**src/sv/assert_macros.svh**
```systemverilog
// Assertion macros shared by the decoder modules.
`ifndef ASSERT_MACROS_SVH
`define ASSERT_MACROS_SVH
`ifndef SYNTH
// Clocked check, switched off while reset is held.
`define ASSERT_CLK(lbl, clk, rst_n, prop, msg) \
  lbl: assert property (@(posedge clk) disable iff (!rst_n) prop) else $error(msg);
// Clocked check that an expression never holds outside reset.
`define ASSERT_NEVER(lbl, clk, rst_n, expr, msg) \
  lbl: assert property (@(posedge clk) disable iff (!rst_n) !(expr)) else $error(msg);
`else
`define ASSERT_CLK(lbl, clk, rst_n, prop, msg)
`define ASSERT_NEVER(lbl, clk, rst_n, expr, msg)
`endif
`endif

```
**src/sv/ipwd_pkg.sv**
```systemverilog
// Shared types and constants of the IR pulse-width decoder.
`timescale 1ns / 1ps
package ipwd_pkg;

  localparam int TICK_W     = 15;          // tick count width
  localparam int X_W        = TICK_W + 4;  // ticks * 10
  localparam int US_W       = 16;          // nominal length width
  localparam int TOL_W      = 9;           // tolerance width
  localparam int WIN_W      = 17;          // window bound width, up to 65535 + 511 + 1
  localparam int WIN_MAX    = 66047;       // largest exclusive upper window bound
  localparam int CFG_ADDR_W = 3;
  localparam int CFG_DATA_W = 16;
  localparam int OUT_W      = 32;
  localparam int Q_DEPTH    = 4;
  localparam int Q_PTR_W    = $clog2(Q_DEPTH);
  localparam int Q_CNT_W    = $clog2(Q_DEPTH + 1);

  localparam logic [US_W-1:0]  RST_HDR_MARK  = 16'd9000;
  localparam logic [US_W-1:0]  RST_HDR_SPACE = 16'd4500;
  localparam logic [TOL_W-1:0] RST_HDR_TOL   = 9'd200;
  localparam logic [US_W-1:0]  RST_BIT_MARK  = 16'd560;
  localparam logic [US_W-1:0]  RST_ZERO_SPC  = 16'd560;
  localparam logic [US_W-1:0]  RST_ONE_SPC   = 16'd1690;
  localparam logic [TOL_W-1:0] RST_BIT_TOL   = 9'd100;

  typedef enum logic [CFG_ADDR_W-1:0] {
    REG_HDR_MARK  = 3'd0,
    REG_HDR_SPACE = 3'd1,
    REG_HDR_TOL   = 3'd2,
    REG_BIT_MARK  = 3'd3,
    REG_ZERO_SPC  = 3'd4,
    REG_ONE_SPC   = 3'd5,
    REG_BIT_TOL   = 3'd6
  } reg_idx_t;

  typedef struct packed {
    logic [US_W-1:0]  hdr_mark;
    logic [US_W-1:0]  hdr_space;
    logic [TOL_W-1:0] hdr_tol;
    logic [US_W-1:0]  bit_mark;
    logic [US_W-1:0]  zero_space;
    logic [US_W-1:0]  one_space;
    logic [TOL_W-1:0] bit_tol;
  } cfg_t;

  // Classified pulse handed from the front end to the accumulator.
  typedef struct packed {
    logic last;       // final pulse of the frame
    logic hdr_fit;    // pulse fits the header window
    logic shift_en;   // pulse fits a data bit window
    logic shift_bit;  // value of that data bit
  } cls_t;

endpackage

```
**src/sv/ipwd_front.sv**
```systemverilog
// Front end: scales tick counts and classifies each pulse against the windows.
`timescale 1ns / 1ps
module ipwd_front #(
  parameter int TICKS_PER_10US = 8
) (
  input  logic                        clk,
  input  logic                        rst_n,
  input  ipwd_pkg::cfg_t              cfg,
  input  logic                        in_valid,
  output logic                        in_ready,
  input  logic [ipwd_pkg::TICK_W-1:0] mark_ticks,
  input  logic [ipwd_pkg::TICK_W-1:0] space_ticks,
  input  logic                        in_last,
  output logic                        q_valid,
  input  logic                        q_ready,
  output ipwd_pkg::cls_t              q_cls
);
  import ipwd_pkg::*;

  localparam int THR_W = $clog2(WIN_MAX * TICKS_PER_10US + 1);
  localparam int CMP_W = (THR_W > X_W) ? THR_W : X_W;
  localparam logic [CMP_W-1:0] DIV_C = CMP_W'(TICKS_PER_10US);

  // Lower window bound, saturating at zero.
  function automatic logic [WIN_W-1:0] win_lo(logic [US_W-1:0] n, logic [TOL_W-1:0] t);
    logic [WIN_W-1:0] r;
    if (WIN_W'(n) >= WIN_W'(t)) begin
      r = WIN_W'(n) - WIN_W'(t);
    end else begin
      r = '0;
    end
    return r;
  endfunction

  // Exclusive upper window bound.
  function automatic logic [WIN_W-1:0] win_hi(logic [US_W-1:0] n, logic [TOL_W-1:0] t);
    return WIN_W'(n) + WIN_W'(t) + WIN_W'(1);
  endfunction

  // floor(x / D) in [lo, hi) is the same as x in [lo * D, hi * D), so the
  // bounds are scaled once and no division is needed per pulse.
  logic [CMP_W-1:0] hm_lo_r, hm_hi_r, hs_lo_r, hs_hi_r;
  logic [CMP_W-1:0] bm_lo_r, bm_hi_r, zs_lo_r, zs_hi_r, os_lo_r, os_hi_r;

  always_ff @(posedge clk) begin
    hm_lo_r <= CMP_W'(win_lo(cfg.hdr_mark, cfg.hdr_tol)) * DIV_C;
    hm_hi_r <= CMP_W'(win_hi(cfg.hdr_mark, cfg.hdr_tol)) * DIV_C;
    hs_lo_r <= CMP_W'(win_lo(cfg.hdr_space, cfg.hdr_tol)) * DIV_C;
    hs_hi_r <= CMP_W'(win_hi(cfg.hdr_space, cfg.hdr_tol)) * DIV_C;
    bm_lo_r <= CMP_W'(win_lo(cfg.bit_mark, cfg.bit_tol)) * DIV_C;
    bm_hi_r <= CMP_W'(win_hi(cfg.bit_mark, cfg.bit_tol)) * DIV_C;
    zs_lo_r <= CMP_W'(win_lo(cfg.zero_space, cfg.bit_tol)) * DIV_C;
    zs_hi_r <= CMP_W'(win_hi(cfg.zero_space, cfg.bit_tol)) * DIV_C;
    os_lo_r <= CMP_W'(win_lo(cfg.one_space, cfg.bit_tol)) * DIV_C;
    os_hi_r <= CMP_W'(win_hi(cfg.one_space, cfg.bit_tol)) * DIV_C;
  end

  // Stage one: ticks times ten.
  logic           s1_valid_r, s1_valid_nxt;
  logic [X_W-1:0] s1_mark_r, s1_space_r;
  logic           s1_last_r;
  // Stage two: classified pulse.
  logic           s2_valid_r, s2_valid_nxt;
  cls_t           s2_cls_r, s2_cls_nxt;

  logic s1_free, s2_free, s1_load, s2_load;
  logic [CMP_W-1:0] mark_x, space_x;
  logic space_zero, hm_ok, hs_ok, bm_ok, zs_ok, os_ok, zero_fit, one_fit;

  assign s2_free  = !s2_valid_r || q_ready;
  assign s1_free  = !s1_valid_r || s2_free;
  assign in_ready = s1_free;
  assign s1_load  = in_valid && s1_free;
  assign s2_load  = s1_valid_r && s2_free;

  always_comb begin
    s1_valid_nxt = s1_valid_r;
    if (s1_free) begin
      s1_valid_nxt = in_valid;
    end
    s2_valid_nxt = s2_valid_r;
    if (s2_free) begin
      s2_valid_nxt = s1_valid_r;
    end
  end

  always_ff @(posedge clk) begin
    if (!rst_n) begin
      s1_valid_r <= 1'b0;
      s2_valid_r <= 1'b0;
    end else begin
      s1_valid_r <= s1_valid_nxt;
      s2_valid_r <= s2_valid_nxt;
    end
  end

  always_ff @(posedge clk) begin
    if (s1_load) begin
      s1_mark_r  <= X_W'({mark_ticks, 3'b000}) + X_W'({mark_ticks, 1'b0});
      s1_space_r <= X_W'({space_ticks, 3'b000}) + X_W'({space_ticks, 1'b0});
      s1_last_r  <= in_last;
    end
    if (s2_load) begin
      s2_cls_r <= s2_cls_nxt;
    end
  end

  always_comb begin
    mark_x     = CMP_W'(s1_mark_r);
    space_x    = CMP_W'(s1_space_r);
    space_zero = space_x < DIV_C;
    hm_ok      = (mark_x >= hm_lo_r) && (mark_x < hm_hi_r);
    hs_ok      = (space_x >= hs_lo_r) && (space_x < hs_hi_r);
    bm_ok      = (mark_x >= bm_lo_r) && (mark_x < bm_hi_r);
    zs_ok      = (space_x >= zs_lo_r) && (space_x < zs_hi_r);
    os_ok      = (space_x >= os_lo_r) && (space_x < os_hi_r);
    zero_fit   = bm_ok && (space_zero || zs_ok);
    one_fit    = bm_ok && (space_zero || os_ok);
    s2_cls_nxt.last      = s1_last_r;
    s2_cls_nxt.hdr_fit   = hm_ok && (space_zero || hs_ok);
    s2_cls_nxt.shift_en  = zero_fit || one_fit;
    s2_cls_nxt.shift_bit = !zero_fit;
  end

  assign q_valid = s2_valid_r;
  assign q_cls   = s2_cls_r;

endmodule

```
**src/sv/ipwd_fifo.sv**
```systemverilog
// Short queue of classified pulses between the front end and the accumulator.
`timescale 1ns / 1ps
`include "assert_macros.svh"
module ipwd_fifo (
  input  logic           clk,
  input  logic           rst_n,
  input  logic           wr_valid,
  output logic           wr_ready,
  input  ipwd_pkg::cls_t wr_data,
  output logic           rd_valid,
  input  logic           rd_ready,
  output ipwd_pkg::cls_t rd_data
);
  import ipwd_pkg::*;

  cls_t               mem_r [Q_DEPTH];
  logic [Q_PTR_W-1:0] wr_ptr_r, wr_ptr_nxt, rd_ptr_r, rd_ptr_nxt;
  logic [Q_CNT_W-1:0] count_r, count_nxt;
  logic               push, pop;

  assign wr_ready = count_r != Q_CNT_W'(Q_DEPTH);
  assign rd_valid = count_r != '0;
  assign push     = wr_valid && wr_ready;
  assign pop      = rd_valid && rd_ready;
  assign rd_data  = mem_r[rd_ptr_r];

  always_comb begin
    wr_ptr_nxt = wr_ptr_r;
    rd_ptr_nxt = rd_ptr_r;
    count_nxt  = count_r;
    if (push) begin
      wr_ptr_nxt = (wr_ptr_r == Q_PTR_W'(Q_DEPTH - 1)) ? '0 : wr_ptr_r + 1'b1;
    end
    if (pop) begin
      rd_ptr_nxt = (rd_ptr_r == Q_PTR_W'(Q_DEPTH - 1)) ? '0 : rd_ptr_r + 1'b1;
    end
    if (push && !pop) begin
      count_nxt = count_r + 1'b1;
    end else if (pop && !push) begin
      count_nxt = count_r - 1'b1;
    end
  end

  always_ff @(posedge clk) begin
    if (!rst_n) begin
      wr_ptr_r <= '0;
      rd_ptr_r <= '0;
      count_r  <= '0;
    end else begin
      wr_ptr_r <= wr_ptr_nxt;
      rd_ptr_r <= rd_ptr_nxt;
      count_r  <= count_nxt;
    end
  end

  always_ff @(posedge clk) begin
    if (push) begin
      mem_r[wr_ptr_r] <= wr_data;
    end
  end

  `ASSERT_NEVER(a_fifo_bound, clk, rst_n, count_r > Q_CNT_W'(Q_DEPTH), "fifo count beyond depth")
  `ASSERT_CLK(a_fifo_inc, clk, rst_n, (push && !pop) |=> count_r == $past(count_r) + 1'b1, "fifo count did not rise on push")
  `ASSERT_CLK(a_fifo_dec, clk, rst_n, (pop && !push) |=> count_r == $past(count_r) - 1'b1, "fifo count did not fall on pop")

endmodule

```
**src/sv/ipwd_back.sv**
```systemverilog
// Back end: frame state, bit accumulator and the result register.
`timescale 1ns / 1ps
`include "assert_macros.svh"
module ipwd_back #(
  parameter int CODE_WIDTH = 32
) (
  input  logic                       clk,
  input  logic                       rst_n,
  input  logic                       q_valid,
  output logic                       q_ready,
  input  ipwd_pkg::cls_t             q_cls,
  output logic                       out_valid,
  input  logic                       out_ready,
  output logic [ipwd_pkg::OUT_W-1:0] out_code,
  output logic                       out_hdr_good
);
  import ipwd_pkg::*;

  logic                  at_start_r, at_start_nxt;
  logic                  hdr_seen_r, hdr_seen_nxt;
  logic [CODE_WIDTH-1:0] acc_r, acc_nxt;
  logic                  out_valid_r, out_valid_nxt;
  logic [OUT_W-1:0]      out_code_r, out_code_nxt;
  logic                  out_hdr_r, out_hdr_nxt;

  logic                  out_free, pop, hdr_now;
  logic [CODE_WIDTH-1:0] acc_sh;

  // A last pulse needs room in the result register; others never wait.
  assign out_free = !out_valid_r || out_ready;
  assign q_ready  = !q_cls.last || out_free;
  assign pop      = q_valid && q_ready;

  always_comb begin
    hdr_now = at_start_r ? q_cls.hdr_fit : hdr_seen_r;
    acc_sh  = q_cls.shift_en ? {acc_r[CODE_WIDTH-2:0], q_cls.shift_bit} : acc_r;

    at_start_nxt  = at_start_r;
    hdr_seen_nxt  = hdr_seen_r;
    acc_nxt       = acc_r;
    out_valid_nxt = out_valid_r && !out_ready;
    out_code_nxt  = out_code_r;
    out_hdr_nxt   = out_hdr_r;
    if (pop) begin
      if (q_cls.last) begin
        at_start_nxt  = 1'b1;
        hdr_seen_nxt  = 1'b0;
        acc_nxt       = '0;
        out_valid_nxt = 1'b1;
        out_code_nxt  = hdr_now ? OUT_W'(acc_sh) : '0;
        out_hdr_nxt   = hdr_now;
      end else begin
        at_start_nxt = 1'b0;
        hdr_seen_nxt = hdr_now;
        acc_nxt      = acc_sh;
      end
    end
  end

  always_ff @(posedge clk) begin
    if (!rst_n) begin
      at_start_r  <= 1'b1;
      hdr_seen_r  <= 1'b0;
      acc_r       <= '0;
      out_valid_r <= 1'b0;
    end else begin
      at_start_r  <= at_start_nxt;
      hdr_seen_r  <= hdr_seen_nxt;
      acc_r       <= acc_nxt;
      out_valid_r <= out_valid_nxt;
    end
  end

  always_ff @(posedge clk) begin
    out_code_r <= out_code_nxt;
    out_hdr_r  <= out_hdr_nxt;
  end

  assign out_valid    = out_valid_r;
  assign out_code     = out_code_r;
  assign out_hdr_good = out_hdr_r;

  `ASSERT_CLK(a_last_loads_out, clk, rst_n, (pop && q_cls.last) |=> out_valid_r, "last pulse did not load a result")
  `ASSERT_CLK(a_last_clears, clk, rst_n, (pop && q_cls.last) |=> (at_start_r && !hdr_seen_r && acc_r == '0), "frame state not cleared after last pulse")
  `ASSERT_CLK(a_mid_pulse, clk, rst_n, (pop && !q_cls.last) |=> !at_start_r, "frame start flag kept after a pulse")
  `ASSERT_NEVER(a_bad_hdr_code, clk, rst_n, out_valid_r && !out_hdr_r && out_code_r != '0, "nonzero code on a bad header")

endmodule

```
**src/sv/ir_pulse_width_decoder.sv**
```systemverilog
// Top level of the IR pulse-width decoder: configuration registers and channel packing.
`timescale 1ns / 1ps
// Decodes pulse-width remote control frames from captured pulses.
// Input channel (in_*): one word per pulse, mark and space durations in capture
// ticks, with in_tlast set on the final pulse of a frame. A space of zero means
// the space was not terminated and always fits. Output channel (out_*): one word
// per frame, the accumulated code with the newest bit in bit 0, and in out_tuser
// whether the frame's first pulse fit the header window; the code is zero when
// it did not. Pulses that fit no bit window are dropped from the code.
// Configuration channel (cfg_*): register index on cfg_addr and value on
// cfg_data, always ready; write only while no frame is in flight.
// Throughput: one pulse per clock while results are taken. The front end takes two
// register stages to scale the tick counts and compare them with the windows, a
// four-word queue then feeds the accumulator, which handles one pulse per clock
// unless a last pulse waits for room in the result register. The last pulse of a
// frame passes the two front stages and the queue before the accumulator loads
// the result register and out_tvalid rises. When out_tready is low the result
// stays in the output register; pulses keep flowing until a second last pulse
// arrives, then the queue and the two front stages fill and in_tready drops.
// Reset restores the default windows, empties the pipeline and starts a new frame.
module ir_pulse_width_decoder #(
  parameter int TICKS_PER_10US = 8,
  parameter int CODE_WIDTH     = 32
) (
  input  logic                            clk,
  input  logic                            rst_n,
  input  logic                            in_tvalid,
  output logic                            in_tready,
  input  logic [31:0]                     in_tdata,   // [14:0] mark_ticks, [29:15] space_ticks, [31:30] zero
  input  logic                            in_tlast,   // frame_last
  output logic                            out_tvalid,
  input  logic                            out_tready,
  output logic [31:0]                     out_tdata,  // [31:0] code
  output logic                            out_tuser,  // [0] header_good
  input  logic                            cfg_valid,
  output logic                            cfg_ready,
  input  logic [ipwd_pkg::CFG_ADDR_W-1:0] cfg_addr,
  input  logic [ipwd_pkg::CFG_DATA_W-1:0] cfg_data
);
  import ipwd_pkg::*;

  cfg_t cfg_r, cfg_nxt;
  logic q_valid, q_ready, fe_valid, fe_ready;
  cls_t fe_cls, q_cls;

  assign cfg_ready = 1'b1;

  // Writes to the unused index are ignored.
  always_comb begin
    cfg_nxt = cfg_r;
    if (cfg_valid) begin
      case (cfg_addr)
        REG_HDR_MARK:  cfg_nxt.hdr_mark   = cfg_data;
        REG_HDR_SPACE: cfg_nxt.hdr_space  = cfg_data;
        REG_HDR_TOL:   cfg_nxt.hdr_tol    = cfg_data[TOL_W-1:0];
        REG_BIT_MARK:  cfg_nxt.bit_mark   = cfg_data;
        REG_ZERO_SPC:  cfg_nxt.zero_space = cfg_data;
        REG_ONE_SPC:   cfg_nxt.one_space  = cfg_data;
        REG_BIT_TOL:   cfg_nxt.bit_tol    = cfg_data[TOL_W-1:0];
        default:       cfg_nxt = cfg_r;
      endcase
    end
  end

  always_ff @(posedge clk) begin
    if (!rst_n) begin
      cfg_r.hdr_mark   <= RST_HDR_MARK;
      cfg_r.hdr_space  <= RST_HDR_SPACE;
      cfg_r.hdr_tol    <= RST_HDR_TOL;
      cfg_r.bit_mark   <= RST_BIT_MARK;
      cfg_r.zero_space <= RST_ZERO_SPC;
      cfg_r.one_space  <= RST_ONE_SPC;
      cfg_r.bit_tol    <= RST_BIT_TOL;
    end else begin
      cfg_r <= cfg_nxt;
    end
  end

  ipwd_front #(
    .TICKS_PER_10US(TICKS_PER_10US)
  ) u_front (
    .clk        (clk),
    .rst_n      (rst_n),
    .cfg        (cfg_r),
    .in_valid   (in_tvalid),
    .in_ready   (in_tready),
    .mark_ticks (in_tdata[TICK_W-1:0]),
    .space_ticks(in_tdata[2*TICK_W-1:TICK_W]),
    .in_last    (in_tlast),
    .q_valid    (fe_valid),
    .q_ready    (fe_ready),
    .q_cls      (fe_cls)
  );

  ipwd_fifo u_fifo (
    .clk     (clk),
    .rst_n   (rst_n),
    .wr_valid(fe_valid),
    .wr_ready(fe_ready),
    .wr_data (fe_cls),
    .rd_valid(q_valid),
    .rd_ready(q_ready),
    .rd_data (q_cls)
  );

  ipwd_back #(
    .CODE_WIDTH(CODE_WIDTH)
  ) u_back (
    .clk         (clk),
    .rst_n       (rst_n),
    .q_valid     (q_valid),
    .q_ready     (q_ready),
    .q_cls       (q_cls),
    .out_valid   (out_tvalid),
    .out_ready   (out_tready),
    .out_code    (out_tdata),
    .out_hdr_good(out_tuser)
  );

endmodule
```
**config.mk**
```make
export PLATFORM = sky130hd
export DESIGN_NAME = ir_pulse_width_decoder
export DESIGN_NICKNAME = d
export VERILOG_FILES = /design/src/sv/ipwd_pkg.sv /design/src/sv/ipwd_front.sv /design/src/sv/ipwd_fifo.sv /design/src/sv/ipwd_back.sv /design/src/sv/ir_pulse_width_decoder.sv
export VERILOG_INCLUDE_DIRS = /design/src /design/src/sv
export SDC_FILE = /design/constraint.sdc
export NUM_CORES = 1
export LEC_CHECK = 0
export BUFFER_PORTS_ARGS = -buffer_cell sky130_fd_sc_hd__buf_2
export CORE_AREA = 2 2 239 182
export DETAILED_ROUTE_END_ITERATION = 10
export DIE_AREA = 0 0 241 184
export GPL_ROUTABILITY_DRIVEN = 0
export PLACE_DENSITY = 0.78
export SYNTH_ARGS = -nofsm -noshare
export SYNTH_HDL_FRONTEND = slang
export SYNTH_HIERARCHICAL = 1
export SYNTH_SLANG_ARGS = --single-unit
export TNS_END_PERCENT = 100
```
**constraint.sdc**
```tcl
create_clock -name clk -period 3.2 [get_ports clk]
set_clock_uncertainty 0.2 [all_clocks]
set_input_delay 0.64 -clock clk [delete_from_list [all_inputs] [get_ports clk]]
set_output_delay 0.64 -clock clk [all_outputs]
set_load 0.02 [all_outputs]
```
* Yosys cells after proc, flatten, opt, wreduce, memory -nomap -nowiden
Memories as Yosys holds them, arrays and structs flattened. A register that Yosys moved wholly into a read port is not among the register bits.
Index checks and enable logic that the tools add are counted.
** Operators by class
- Multipliers :: 0
- $add $sub $neg :: 21
- Bitwise operators :: 0
- Mux-type cells :: 15
- Div/mod/pow operators :: 0
- Reduce and logical (&&, ||, !) cells :: 42
- Eq/ne operators :: 9
- Order comparisons :: 16
- Shift-type cells :: 0
** Operators with widths (count)
- 19-bit by 20-bit >= comparator with 1-bit output :: 5
- 19-bit by 20-bit < comparator with 1-bit output :: 5
- 16-bit by 9-bit adder with 17-bit output :: 5
- 17-bit by 1-bit adder with 17-bit output (second input constant) :: 5
- 16-bit by 9-bit subtractor with 17-bit output :: 5
- 16-bit by 9-bit >= comparator with 1-bit output :: 5
- 32-bit 2-to-1 mux :: 2
- 18-bit by 16-bit adder with 19-bit output :: 2
- 19-bit by 4-bit < comparator with 1-bit output (second input constant) :: 1
- 2-bit AND reduction :: 8
- 1-bit logical AND :: 15
- 3-bit equality test (second input constant) :: 3
- 1-bit zero test :: 8
- 1-bit logical OR :: 8
- 2-bit 2-to-1 mux :: 4
- 1-bit 2-to-1 mux :: 7
- 3-bit by 2-bit equality test with 1-bit output (second input constant) :: 2
- 3-bit 2-to-1 mux :: 2
- 2-bit by 1-bit adder with 2-bit output (second input constant) :: 2
- 2-bit equality test (second input constant) :: 2
- 3-bit by 1-bit adder with 3-bit output (second input constant) :: 1
- 3-bit by 1-bit equality test with 1-bit output (second input constant) :: 1
- 3-bit zero test :: 1
- 3-bit inequality test (second input constant) :: 1
- 3 further kinds :: 3
** Word-level totals
- Flip-flop bits (word level) :: 388
- ROM bits :: 0
- Word-level logic and storage cells :: 139
- RAM bits :: 16
- Output and inout port bits :: 36
- Bits in latches :: 0
- Bits of input ports :: 57
- Memories kept :: 1
** Memories
- u_fifo.mem_r :: words 4, bits a word 4, read ports 1, clocked after Yosys merged registers in 1, wr ports 1, RTL line ipwd_fifo.sv:16 : cls_t mem_r [Q_DEPTH];

* Depth between registers and ports, before layout
Gate-level depths: netlist of the first run.
- Depth after elaboration :: 7
- Depth in mapped cells :: 11

* Hierarchy
The synthesis of the first run kept the hierarchy.
** By module, submodules not included
- ipwd_front :: cells each 1750, times used 1, area an instance 15386.0 um^2
- ir_pulse_width_decoder :: cells each 359, times used 1, area an instance 3734.8 um^2
- ipwd_back :: cells each 194, times used 1, area an instance 2655.0 um^2
- ipwd_fifo :: cells each 71, times used 1, area an instance 1056.0 um^2

* Worst setup path before layout of the first run
Ideal clock, no wire load.
- Kind :: reg-to-reg
- Start point :: reg cfg_r[1] (netlist bit)
- End point :: reg u_front.bm_lo_r[6]
- Library setup time :: 0.122 ns
- Slack :: 0.259 ns
- Required time :: 2.878 ns
- Period minus slack after synthesis :: 2.941 ns
- Arrival :: 2.620 ns
- Stages on the path, launching flop included :: 11
- Cells stage by stage :: dfxtp_1 inv_1 ha_1 nor2b_1 o21ai_0 a21oi_1 o21a_1 o41ai_2 and3_1 buf_4 nor3_1
** Between the ends
- Cells in the longest elaborated chain, start to end :: 1
** RTL lines
- from (decl) :: RTL line ir_pulse_width_decoder.sv:42 : cfg_t cfg_r, cfg_nxt;
- from (signal assigned) :: RTL line ir_pulse_width_decoder.sv:75 : cfg_r <= cfg_nxt;
- 16-bit by 9-bit subtractor with 17-bit output or 16-bit by 9-bit >= comparator with 1-bit output (tied branches) :: RTL line ipwd_front.sv:28, ipwd_front.sv:27
- to (signal assigned) :: RTL line ipwd_front.sv:50 : bm_lo_r <= CMP_W'(win_lo(cfg.bit_mark, cfg.bit_tol)) * DIV_C;
- to (decl) :: RTL line ipwd_front.sv:43 : logic [CMP_W-1:0] bm_lo_r, bm_hi_r, zs_lo_r, zs_hi_r, os_lo_r, os_hi_r;
Several ways; a longest one is shown, not always the timed one.
A chain may end at the register's enable or synchronous reset.

* Worst setup path in the final report of the first run
- Start point :: reg cfg_r[2] (netlist bit)
- End point :: reg u_front.zs_lo_r[17]
** Between the ends
- Cells in the longest elaborated chain, start to end :: 1
** RTL lines
- 16-bit by 9-bit subtractor with 17-bit output or 16-bit by 9-bit >= comparator with 1-bit output (tied branches) :: RTL line ipwd_front.sv:28, ipwd_front.sv:27
- to (signal assigned) :: RTL line ipwd_front.sv:52 : zs_lo_r <= CMP_W'(win_lo(cfg.zero_space, cfg.bit_tol)) * DIV_C;
- to (decl) :: RTL line ipwd_front.sv:43
Several ways; a longest one is shown, not always the timed one.

==> run_results.csv, run 1 <==
group,metric,value,unit
run_status,outcome,"finished clean",
flow_run,drv_cap,0,
critical_path,crit_slowest_cell,"or4_1",
sta,finalSetupTns,0,ps
final_layout,syn_to_final_growth,10.19,%
final_layout,fill_cells,3486,
sta,drv_slew,0,
critical_path,cp-startpoint,"cfg_r[2]$_SDFFE_PN1P_",
synth,synth-edff-count,90,
floorplanning,core_area,41800,um^2
route,drt-pass1-iter-count,6,
sta,fin_crit,3115,ps
sta,tightest_slew,1116,ps
global_routing,overflow,0,
placed_design,numPortBuffers,89,
sta,relSlewSlack,25.59,%
cts,clkSinkCount,404,
critical_path,required,3460,ps
min_path,min_from,"in_tlast",
critical_path,cpMostUsedCell,"a21oi_1",
synth,synth.area.top_cells,"dfxtp_1 28%, ha_1 15%, edfxtp_1 12%, mux2i_1 5.9%, inv_1 3.9%",
synth,synth_cell_types,85,
pwr,swShare,29.88,%
sta,max_freq,321.0,MHz
pwr,power_frac_seq,44.9,%
global_routing,grt_max_degree,58,
route,postRouteAntennaNets,0,
global_routing,antenna_found_initial,1,
pwr,peakVddDrop,0.4080,mV
synth,synth-main-ff-cell,"dfxtp_1",
cts,clkSlewWorstSetupHoldPaths,60,ps
pwr,power,13.50,mW
route,drcViolationCount,0,
floorplanning,dieArea,44340,um^2
final_layout,drive_gt1_share,9.771,%
cts,cts_hold_buf,0,
global_routing,grt_use_total,25.04,%
synth,synth_commonest_cells,"314 x dfxtp_1, 277 x ha_1, 237 x inv_1",
synth,synthCells,2374,
pwr,p_int,9.468,mW
pwr,comb_power_share,20.5,%
floorplanning,start_util,54.62,%
synth,synth_warnings,6,
route,wirelength,55900,um
floorplanning,die_w,241,um
sta,rsz0062_at_grt,"false",
synth,synth.most_common_cell,"dfxtp_1",
critical_path,crit_family,"compound AO/OA/AOI/OAI gates",
cts,post-cts-setup-buffers,0,
cts,cts_tree,"built",
floorplanning,io_pins,93,
synth,syn-cell-area,22830,um^2
global_routing,grt_pass1_vias,16840,
synth,avgSynthCellArea,9.617,um^2
final_layout,nNetsFinal,2803,
floorplanning,num_rows,65,
cts,cts_buffer_depth,3,
critical_path,worstPathMaxFanout,7,
sta,hold_violations,0,
cts,h-tree-depth,2,
pwr,p_leak,11.36,nW
critical_path,cp.arrival,3370,ps
route,drt-vias-per-instance,5.713,
cts,clk_latency,560,ps
critical_path,r2r_start,"cfg_r[2]$_SDFFE_PN1P_",
synth,synth_seq_cells,404,
pwr,power_frac_clock,34.6,%
pwr,power-per-cell-area,536.7,nW/um^2
route,vias,17460,
critical_path,cpPeakStageDelay,450,ps
synth,yosysTopAreaCellShare,27.53,%
cts,numCtsBuffers,41,
synth,yosysSeqAreaShare,39.37,%
critical_path,worstPathCellList,"inv_1 -> ha_1 -> nor2b_1 -> o21a_1 -> o21ai_1 -> a21oi_1 -> o311a_1 -> or4_1 -> a21oi_1",
pwr,p_sw,4.034,mW
final_layout,final_cell_area,25160,um^2
global_routing,grt_pass1_wl,87620,um
cts,cts-root-buf,"clkbuf_16",
critical_path,crit_buf_inv,1,
critical_path,crit_type,"register to register",
route,drtIter0Drc,1503,
final_layout,n_antenna_cell,0,
critical_path,critical_path.startpoint_type,"register",
synth,yosysTopAreaCell,"dfxtp_1",
placed_design,hpwl,42800,um
route,avgRoutedWirePerCell,18.29,um
synth,synthArstFlopShare,0,%
sta,post-route-period-util,97.35,%
sta,setup_viol,0,
critical_path,endpoint_kind,"register",
min_path,min_path_type,"primary input to register",
floorplanning,die_h,184,um
placed_design,placed_area,23850,um^2
synth,synth_fp_nets,2721,
power groups by stage:
| stage | Combinational (mW) | Sequential, mW | Clock [mW] |
|---|---|---|---|
| floorplan | 1.84 | 6.26 | 0 |
| global placement | 2.60 | 6.14 | 0 |
| detailed placement | 2.73 | 6.17 | 0 |
| CTS | 2.75 | 6.06 | 4.74 |
| global route | 3.08 | 6.11 | 4.95 |
| finish | 2.77 | 6.06 | 4.67 |
layout by cell type (no fill, tap or decap), types with 6 or more instances in the layout:
| cell type | n |
|---|---|
| xor2_1 | 59 |
| and3_1 | 16 |
| o21ai_0 | 72 |
| a21o_1 | 35 |
| nand3_1 | 29 |
| nand2b_1 | 27 |
| xnor2_1 | 70 |
| or2_2 | 7 |
| nor2_1 | 198 |
| or3_1 | 17 |
| clkinv_2 | 10 |
| dfxtp_1 | 313 |
| buf_4 | 36 |
| nor4_1 | 18 |
| a22o_1 | 32 |
| a211oi_1 | 18 |
| o31ai_1 | 10 |
| edfxtp_1 | 90 |
| nand4_1 | 24 |
| fa_1 | 13 |
| and2_1 | 10 |
| nor2b_1 | 83 |
| nor3_1 | 46 |
| mux2_2 | 8 |
| buf_2 | 88 |
| clkbuf_1 | 8 |
| a21oi_1 | 99 |
| o21ba_2 | 6 |
| o21a_1 | 32 |
| or4_1 | 8 |
| mux2i_1 | 133 |
| clkbuf_16 | 42 |
| ha_1 | 277 |
| nand2_1 | 160 |
| o21bai_1 | 16 |
| inv_1 | 237 |
through the flow:
stage | utilization (%) | instances | hold slack (ps) | setup WS (ps)
2_1_floorplan | - | 2374 | 200.3 | 258.5
3_3_place_gp | 57.05 | 2982 | 232.8 | 91.07
3_5_place_dp | 57.05 | 2982 | 212.6 | 35.74
4_1_cts | 60.16 | 3056 | 33.67 | 136.2
5_1_grt | 60.18 | 3056 | 40.75 | 5.286
6_report | 60.18 | 3056 | 61.46 | 84.93
state kept, by name, indices dropped and copies added (netlist names), 2 cells and up, named ones only:
| name | flops |
|---|---|
| u_front/bm_hi_r | 17 |
| u_front/zs_hi_r | 17 |
| u_front/s1_mark_r | 18 |
| u_fifo/wr_ptr_r | 2 |
| u_back/acc_r | 32 |
| u_fifo/mem_r | 16 |
| u_front/s1_space_r | 18 |
| u_front/hm_hi_r | 17 |
| cfg_r | 98 |
| u_front/hs_hi_r | 17 |
| u_fifo/count_r | 3 |
| u_front/hm_lo_r | 17 |
| u_front/os_lo_r | 17 |
| u_back/out_code | 32 |
| u_fifo/rd_ptr_r | 2 |
| u_front/os_hi_r | 17 |
| u_front/bm_lo_r | 17 |
| u_front/q_cls | 4 |
| u_front/hs_lo_r | 17 |
| u_front/zs_lo_r | 17 |
worst paths after layout:
path / to / slack [ps] / cells past startpoint
max: u_front/zs_lo_r[17]$_SDFF_PN0_ / 80 / 9
min: u_front/s1_last_r$_DFFE_PP_ / 60 / 1
max reg2reg: u_front/zs_lo_r[17]$_SDFF_PN0_ / 80 / 9
min reg2reg: u_front/q_cls[3]$_DFFE_PP_ / 230 / 0
area by class of cell:
type,count,area [um^2],area share [%]
timing repair buffer,125,730.7,2.904
sequential,404,8990,35.73
inverter,238,893.4,3.551
multi-input combinational,1646,12530,49.81
clock inverter,17,137.6,0.5471
clock buffer,57,1162,4.620
tap,569,711.9,2.830
cells by family (layout without fill, tap and decap cells):
logic type	count (synthesis)	in the layout	synth area share [%]
buffers and inverters	324	437	5.907
DFF	404	404	39.37
xor gates and xnor gates	129	129	4.949
AOI/OAI and AO/OA	393	393	11.68
and+or+nand+nor	687	687	15.10
muxes	146	146	6.664
adders and majority gates	290	290	16.32
other	1	1	0.01642
layer usage:
layer | up-vias | global-route usage (%) | wire (um)
met1 | 8334 | 35.45 | 25490
li1 | 8373 | - | -
met3 | 113 | 5.180 | 4713
met5 | - | 1.459 | 85
met2 | 638 | 38.66 | 24280
met4 | 2 | 6.642 | 1329
repair_timing:
item	in CTS	in global routing
endpoints found under the hold margin	0	0
setup endpoints to repair	0	5
gates resized for setup	0	4
Power figures use the tool's default switching activity.
==> inputs of run 2 (changes only) <==
- clock period: 3.2 -> 3 ns (I/O delays scaled with it)
==> run_results.csv, run 2 (synthesis results as in run 1) <==
group,metric,value,unit
run_status,outcome,"finished clean",
final_layout,largest-register,"cfg_r",
cts,numCtsBuffers,42,
critical_path,cp.arrival,2980,ps
sta,post-route-period-util,96.49,%
pwr,p_leak,11.49,nW
cts,cts_hold_buf,0,
sta,tightest_slew,988.4,ps
floorplanning,die_w,241,um
min_path,min_path_type,"primary input to register",
sta,hold_ws,30.07,ps
sta,fin_crit,2895,ps
cts,cts_buffer_depth,3,
cts,h-tree-depth,2,
sta,drv_slew,0,
final_layout,final_util,60.83,%
critical_path,critical_path.startpoint_type,"register",
route,vias,17480,
route,drtIter0Drc,1520,
global_routing,antenna_found_initial,0,
floorplanning,core_area,41800,um^2
flow_run,drv_cap,0,
sta,setup_slack,105.4,ps
pwr,power-per-cell-area,576.2,nW/um^2
route,drt-vias-per-instance,5.666,
floorplanning,die_h,184,um
global_routing,overflow,0,
cts,clkSinkCount,404,
route,drcViolationCount,0,
critical_path,crit_type,"register to register",
floorplanning,dieArea,44340,um^2
critical_path,required,3090,ps
critical_path,endpoint_kind,"register",
final_layout,syn_to_final_growth,11.37,%
placed_design,numPortBuffers,89,
critical_path,worstPathMaxFanout,4,
sta,relSlewSlack,34.11,%
final_layout,n_antenna_cell,0,
final_layout,drive_gt1_share,10.85,%
global_routing,grt_pass1_wl,88180,um
global_routing,grt_use_total,25.03,%
sta,max_freq,345.5,MHz
route,drt-pass1-iter-count,6,
cts,cts_tree,"built",
sta,setup_viol,0,
final_layout,nNetsFinal,2830,
floorplanning,io_pins,93,
final_layout,layout_commonest_cell,"dfxtp_1",
sta,hold_violations,0,
final_layout,largest_reg_flops,98,
final_layout,layout_common_cells,"313 x dfxtp_1, 275 x ha_1, 237 x inv_1, 198 x nor2_1, 160 x nand2_1",
route,avgRoutedWirePerCell,18.04,um
route,postRouteAntennaNets,0,
placed_design,hpwl,42660,um
global_routing,grt_pass1_vias,17100,
placed_design,dp_slack,-121.5,ps
cts,clkSlewWorstSetupHoldPaths,60,ps
pwr,peakVddDrop,0.3708,mV
cts,cts-root-buf,"clkbuf_16",
global_routing,grt_max_degree,59,
floorplanning,start_util,54.62,%
cts,clk_latency,550,ps
route,wirelength,55640,um
floorplanning,num_rows,65,
run 2: changes by cell type in the layout (fill, tap and decap cells not counted), sizes merged:
cell,before,now
clkinv,14,18
clkinvlp,0,2
bufinv,1,4
clkbuf,57,51
buf,125,151
run 2: cell type report:
| type | instances | area (um^2) |
|---|---|---|
| sequential | 404 | 8990 |
| multi-input combinational | 1646 | 12560 |
| timing repair buffer | 151 | 925.9 |
| fill | 3441 | 16370 |
| clock buffer | 51 | 1106 |
| clock inverter | 26 | 245.2 |
| inverter | 238 | 893.4 |
| tap | 569 | 711.9 |
run 2: worst max-delay path, cell delays in order, from the launching register on:
cell and delay, ps:
edfxtp_1 520, ha_1 340, nor4bb_1 150, o31ai_1 280, a21oi_1 100, a2111oi_1 320, o2111ai_1 180, and4_1 310
o21a_1 220
run 2: power by group:
| group | internal [mW] | total, mW | leakage, nW | switching (mW) |
|---|---|---|---|---|
| sequential | 6.12 | 6.46 | 3.42 | 0.339 |
| clock | 2.99 | 5.17 | 0.660 | 2.19 |
| combinational | 1.22 | 3.02 | 7.42 | 1.81 |
| total | 10.3 | 14.7 | 11.5 | 4.34 |
run 2: path summary, 6_finish.rpt:
path,startpoint,to,slack [ps],depth (start not counted)
worst max register to register,u_front/s1_space_r[4]$_DFFE_PP_,u_front/q_cls[1]$_DFFE_PP_,110,8
worst min register to register,u_front/s1_last_r$_DFFE_PP_,u_front/q_cls[3]$_DFFE_PP_,230,0
worst min-delay path,in_tlast,u_front/s1_last_r$_DFFE_PP_,30,1
worst max-delay path,u_front/s1_space_r[4]$_DFFE_PP_,u_front/q_cls[1]$_DFFE_PP_,110,8
run 2: routing by layer:
metal | vias to the layer above | GRT usage, % | wire [um]
met5 | - | 1.347 | 80
met1 | 8316 | 35.95 | 26050
met4 | 2 | 7.136 | 1336
met2 | 618 | 38.59 | 23680
li1 | 8429 | - | -
met3 | 114 | 4.114 | 4495
run 2: per-stage QoR:
step	setup TNS, ps	power (mW)	std cells	area [um^2]
global placement	-82.57	9.371	3005	24020
detailed placement	-260.8	9.527	3005	24020
finish	0	14.65	3085	25430
floorplan	0	8.640	2374	22830
CTS	0	14.68	3082	25370
global route	-4.036	15.33	3085	25430
run 2: what timing repair did:
item	4_1_cts	5_1_grt
endpoints found under the setup margin	3	23
pin swaps	0	1
gates resized for setup	2	9
cloned	0	0
setup buffers	0	3
